==> src/design/gtp_pkg.sv <==
// shared types, constants and tables of the go-to-pose controller
`default_nettype none
package gtp_pkg;

   localparam int unsigned MAX_LIN_DEF = 65536;
   localparam int unsigned MAX_ANG_DEF = 65536;
   localparam int unsigned CORDIC_ITER_DEF = 16;

   localparam logic [31:0] PI_Q29 = 32'd1686629713;

   localparam logic [1:0] OP_START = 2'd0;
   localparam logic [1:0] OP_TICK  = 2'd1;

   localparam logic [1:0] STAT_INIT = 2'd0;
   localparam logic [1:0] STAT_RUN  = 2'd1;
   localparam logic [1:0] STAT_DONE = 2'd2;
   localparam logic [1:0] STAT_TERM = 2'd3;

   localparam logic [2:0] REG_GOAL_X   = 3'd0;
   localparam logic [2:0] REG_GOAL_Y   = 3'd1;
   localparam logic [2:0] REG_GOAL_HD  = 3'd2;
   localparam logic [2:0] REG_DIST_TOL = 3'd3;
   localparam logic [2:0] REG_ANG_TOL  = 3'd4;
   localparam logic [2:0] REG_DIST_GN  = 3'd5;
   localparam logic [2:0] REG_ANG_GN   = 3'd6;
   localparam logic [2:0] REG_REL      = 3'd7;

   typedef enum logic [2:0] {
      PH_IDLE, PH_HEADING, PH_TRAVELLING, PH_REACHED, PH_DONE, PH_STOPPED
   } phase_type;

   typedef enum logic [3:0] {
      ST_IDLE, ST_NORM, ST_CORDIC, ST_TURN, ST_TURN_PI, ST_TURN_OUT,
      ST_SQ_X, ST_SQ_Y, ST_SQ_SUM, ST_SQRT, ST_LIN_OUT, ST_EMIT
   } state_type;

   typedef struct packed {
      logic signed [31:0] goal_x;
      logic signed [31:0] goal_y;
      logic signed [15:0] goal_hd;
      logic [30:0]        dist_tol;
      logic [14:0]        ang_tol;
      logic [15:0]        dist_gain;
      logic [15:0]        ang_gain;
      logic               rel;
   } cfg_type;

   typedef struct packed {
      logic [15:0]        hd;
      logic signed [33:0] dx;
      logic signed [33:0] dy;
      logic signed [63:0] x;
      logic signed [63:0] y;
      logic [31:0]        ang;
      logic [5:0]         cnt;
      logic [15:0]        tgt;
      logic [63:0]        sq;
      logic [63:0]        n;
      logic [63:0]        res;
      logic [63:0]        bit_w;
      logic [1:0]         sh;
      logic [31:0]        lin;
      logic [31:0]        rot;
      logic [1:0]         stat;
   } dp_type;

   // arctangent of 2^-i as a 32-bit binary angle
   function automatic logic [31:0] atan_lut(input logic [4:0] idx);
      logic [31:0] v;
      unique case (idx)
         5'd0:  v = 32'd536870912;
         5'd1:  v = 32'd316933406;
         5'd2:  v = 32'd167458907;
         5'd3:  v = 32'd85004756;
         5'd4:  v = 32'd42667331;
         5'd5:  v = 32'd21354465;
         5'd6:  v = 32'd10680862;
         5'd7:  v = 32'd5340245;
         5'd8:  v = 32'd2670675;
         5'd9:  v = 32'd1335087;
         5'd10: v = 32'd667544;
         5'd11: v = 32'd333772;
         5'd12: v = 32'd166886;
         5'd13: v = 32'd83443;
         5'd14: v = 32'd41722;
         5'd15: v = 32'd20861;
         5'd16: v = 32'd10430;
         5'd17: v = 32'd5215;
         5'd18: v = 32'd2608;
         5'd19: v = 32'd1304;
         5'd20: v = 32'd652;
         5'd21: v = 32'd326;
         5'd22: v = 32'd163;
         5'd23: v = 32'd81;
         5'd24: v = 32'd41;
         5'd25: v = 32'd20;
         5'd26: v = 32'd10;
         5'd27: v = 32'd5;
         5'd28: v = 32'd3;
         5'd29: v = 32'd1;
         5'd30: v = 32'd1;
         default: v = 32'd0;
      endcase
      return v;
   endfunction

endpackage
`default_nettype wire

==> src/design/gtp_mul.sv <==
// shared unsigned multiplier with registered product
`default_nettype none
module gtp_mul
   import gtp_pkg::*;
(
   input  wire logic        clock,
   input  wire logic [34:0] mul_a,
   input  wire logic [31:0] mul_b,
   output logic [66:0]      mul_p
);
   logic [66:0] p_ff;
   logic [66:0] p_in;

   assign p_in = 67'(mul_a) * 67'(mul_b);

   always_ff @(posedge clock) begin
      p_ff <= p_in;
   end

   assign mul_p = p_ff;
endmodule
`default_nettype wire

==> config.mk <==
export PLATFORM = sky130hd
export DESIGN_NAME = gtp_mul
export DESIGN_NICKNAME = d
export VERILOG_FILES = /design/src/design/gtp_pkg.sv /design/src/design/gtp_mul.sv
export SDC_FILE = /design/constraint.sdc
export NUM_CORES = 2
export LEC_CHECK = 0
export ABC_CLOCK_PERIOD_IN_PS = 8600
export BUFFER_PORTS_ARGS = -buffer_cell sky130_fd_sc_hd__buf_2
export CAP_MARGIN = 20
export CORE_MARGIN = 2
export CORE_UTILIZATION = 60
export CTS_CLUSTER_SIZE = 10
export DETAILED_ROUTE_END_ITERATION = 8
export PLACE_DENSITY = 0.91
export SKIP_CTS_REPAIR_TIMING = 1
export SYNTH_ARGS = -nofsm -noshare
export SYNTH_HDL_FRONTEND = slang
export SYNTH_SLANG_ARGS = --single-unit
==> constraint.sdc <==
create_clock -name clock -period 8.6 [get_ports clock]
set_input_delay 1.29 -clock clock [delete_from_list [all_inputs] [get_ports clock]]
set_output_delay 1.29 -clock clock [all_outputs]
set_load 0.02 [all_outputs]
==> impl_summary.txt <==
----------------------------------------------------
[Timing]
  Slew HR ... 0.5132
  Unrepaired setup endpoints after global routing ... true
  Crit path time final ... 8.420 ns
  TNS Setup ... 0 ns
  Final number of max-transition violations ... 0
  Final setup viols ... 0
  Measured slew at the worst slew-check pin ... 0.7303 ns
  Fmax ... 0.1188 GHz
  Total count of hold-check failures in the final report ... 0
  Ratio of final minimum period to clock period ... 0.9791

[Yosys]
  Summed instance area of the synthesized netlist ... 37,460 sq um
  Flip-flop and latch count after synthesis ... 67
  Yosys synthesis warning count ... 0
  Cell accounting for the most synthesized area ... fa_1
  Area share of the largest cell type after synthesis ... 0.5269
  Leading cell types by total area after synthesis ... fa_1 (53%), inv_1 (9.7%), ha_1 (8.9%)
  Dominant synthesized flop cell ... dfxtp_1
  Fraction of the yosys area taken by sequential cells ... 0.03580
  Post-synth net total ... 5,443
  Synth cell types ... 67
  Post-synth EDFFs ... 0
  Post-synthesis async set-or-reset flop share ... 0
  Post-Syn Instances ... 4,123
  Synthesized area per cell ... 9.087 sq um

[Global routing]
  Pin count of the biggest net entering global routing ... 36
  Via count of the first global-routing pass ... 33.28k
  Global Route Usage Sum ... 0.3378
  Met3 demand-to-capacity share in global routing ... 0.07272
  GR peak layer ... met2
  Grt ovf ... 0
  Wire length of the first global-routing pass ... 167,500 um
  Number of antenna violations at the first check in global routing ... 6
  Met1 track demand over resource ... 0.3629
  GR Util met2 ... 0.5713

[Worst setup path]
  Nature of the critical path startpoint ... input port
  Type of the worst setup path ... input port to flip-flop
  Biggest fanout along the worst timing path ... 25
  Endpoint required time on the critical path ... 8.86 ns
  Cell at the slowest stage of the critical path ... fa_1
  Maximum single-stage delay on the critical path ... 0.60 ns
  CP delay by family, top ... adder cells
  Most Frequent Cell on Critical Path ... fa_1
  Worst setup EP type ... flip-flop
  Data arrival time at the worst-slack endpoint ... 8.68 ns
  Total buffers and inverters traversed by the critical path ... 7

[Die]
  Initial Utilization ... 0.6071
  Floorplan row count ... 91
  Core Area ... 61,710 sq um
  Die area ... 64,460 sq um
  Die W ... 253.9 um
  Number of I/O pins ... 135
  Die span in y ... 253.9 um

[Hold path]
  Startpoint of the lowest-slack hold path ... mul_a[0]
  Worst min path class ... input port to flip-flop
  WHS Path Cells ... 3
  Endpoint of the worst hold path ... mul_p[0]

[Cells and area]
  Cell area after layout ... 39,760 sq um
  Net total in the final layout ... 5,494
  Fraction of layout cells with a size suffix above 1 ... 0.07563
  Max reg flops ... 67
  Area growth from synthesis to layout ... 6.118%

[Routing]
  Final wirelength ... 102,900 um
  Vias post-DR ... 29.11k
  Vias per cell ... 5.798
  First-pass detailed-route iteration total ... 6
  Final routed DRC violation total ... 0
  Routed wire per std cell ... 20.49 um
  Drt initial violations ... 2,354
  Antenna Nets Post-Route ... 0

[Flow run]
  Maximum Capacitance Violations ... 0

[Status]
  Status ... finished, final reports clean

[CTS]
  Clock slew at reported path FFs ... 0.06 ns
  CTS tree ... built
  Number of clock sinks ... 67
  Root buffer cell ... clkbuf_16
  Number of clock buffers inserted by TritonCTS ... 9
  Maximum clock path buffer count ... 2
  CTS H-tree lvls ... 3

[Placed design]
  Post-placement cell area ... 39,360 sq um
  Final weighted congestion in routability-driven placement ... 0.9446
  Final HPWL DP ... 87,120 um
  Number of port buffers ... 134

----------------------------------------------------
## cell usage after synthesis, drive strengths merged, types with 2 or more instances
cell type and instances:
fa 986, inv 967, nand2 678, and2 507, ha 266, clkbuf 223
a21oi 76, dfxtp 67, o21ai 47, nor2 43, xnor2 39, a21o 28
xor2 24, nand4 19, nand3 16, o21bai 15, buf 13, nor3 12
a31oi 9, a211oi 8, and3 8, o21a 7, o31ai 5, a2111oi 4
a221oi 4, nand2b 4, nor2b 4, o211ai 4, o22ai 4, a2bb2oi 3
o41ai 3, or2 3, or3 3, a211o 2, a21boi 2, a221o 2
nor3b 2, nor4 2, o21ba 2, o31a 2, o41a 2
## logic make-up (layout without fill, tap and decap cells)
family                   Yosys count  count (layout)  synth area share
buffers and inverters           1203            1258            0.1222
adder cells (fa/ha/maj)         1252            1252            0.6157
AO/OA/AOI/OAI                    235             235           0.04231
AND/OR/NAND/NOR                 1303            1303            0.1693
other                              0               6                 0
flip-flops                        67              67           0.03580
XOR/XNOR                          63              63           0.01473
## final cells by class
class | instances | area [sq um]
timing repair buffer | 276 | 1847
inverter | 967 | 3630
clock buffer | 9 | 225.2
tap | 837 | 1047
multi-input combinational | 2853 | 31560
antenna | 6 | 15.01
clock inverter | 6 | 91.34
fill | 4489 | 21950
sequential | 67 | 1341
## through the flow
step | instances | utilization | setup WS, ns | hold slack, ns
2_1_floorplan | 4123 | - | 0.5129 | 1.417
3_3_place_gp | 5000 | 0.6378 | 0.06350 | 1.706
3_5_place_dp | 5000 | 0.6378 | -0.1841 | 1.707
4_1_cts | 5015 | 0.6430 | 0.1654 | 1.550
5_1_grt | 5020 | 0.6442 | -0.001170 | 1.571
6_report | 5021 | 0.6442 | 0.1800 | 1.578
## layer usage
layer | part of all wire | vias up | routed length [um]
met4 | 0.10 | 0 | 10280
met1 | 0.31 | 14570 | 31910
met2 | 0.50 | 1868 | 51390
li1 | - | 11980 | -
met5 | 0 | - | 0
met3 | 0.090 | 692 | 9305
## worst max-delay path by stage
stage	startpoint	end	slack [ns]	cells after the start
2_1_floorplan	mul_b[2]	mul_p[65]	0.51	26
3_3_place_gp	mul_b[9]	mul_p[66]	0.06	24
3_5_place_dp	mul_a[8]	mul_p[66]	-0.18	27
4_1_cts	mul_a[8]	mul_p[66]	0.17	27
5_1_grt	mul_a[17]	mul_p[61]	-0.001	26
6_report	mul_b[5]	mul_p[66]	0.18	26
## layout by cell type (no fill, tap or decap), drive strengths merged, types with 8 or more instances in the layout
master / synthesis / layout
a21o: 28 / 28
nor2: 43 / 43
a31oi: 9 / 9
a21oi: 76 / 76
and2: 507 / 507
ha: 266 / 266
xnor2: 39 / 39
nor3: 12 / 12
clkbuf: 223 / 28
fa: 986 / 986
nand4: 19 / 19
and3: 8 / 8
a211oi: 8 / 8
o21bai: 15 / 15
nand3: 16 / 16
xor2: 24 / 24
dfxtp: 67 / 67
inv: 967 / 967
buf: 13 / 257
o21ai: 47 / 47
nand2: 678 / 678
Power is not shown: default switching activity piles up to over one toggle a cycle in this logic, so the estimate is an artifact.
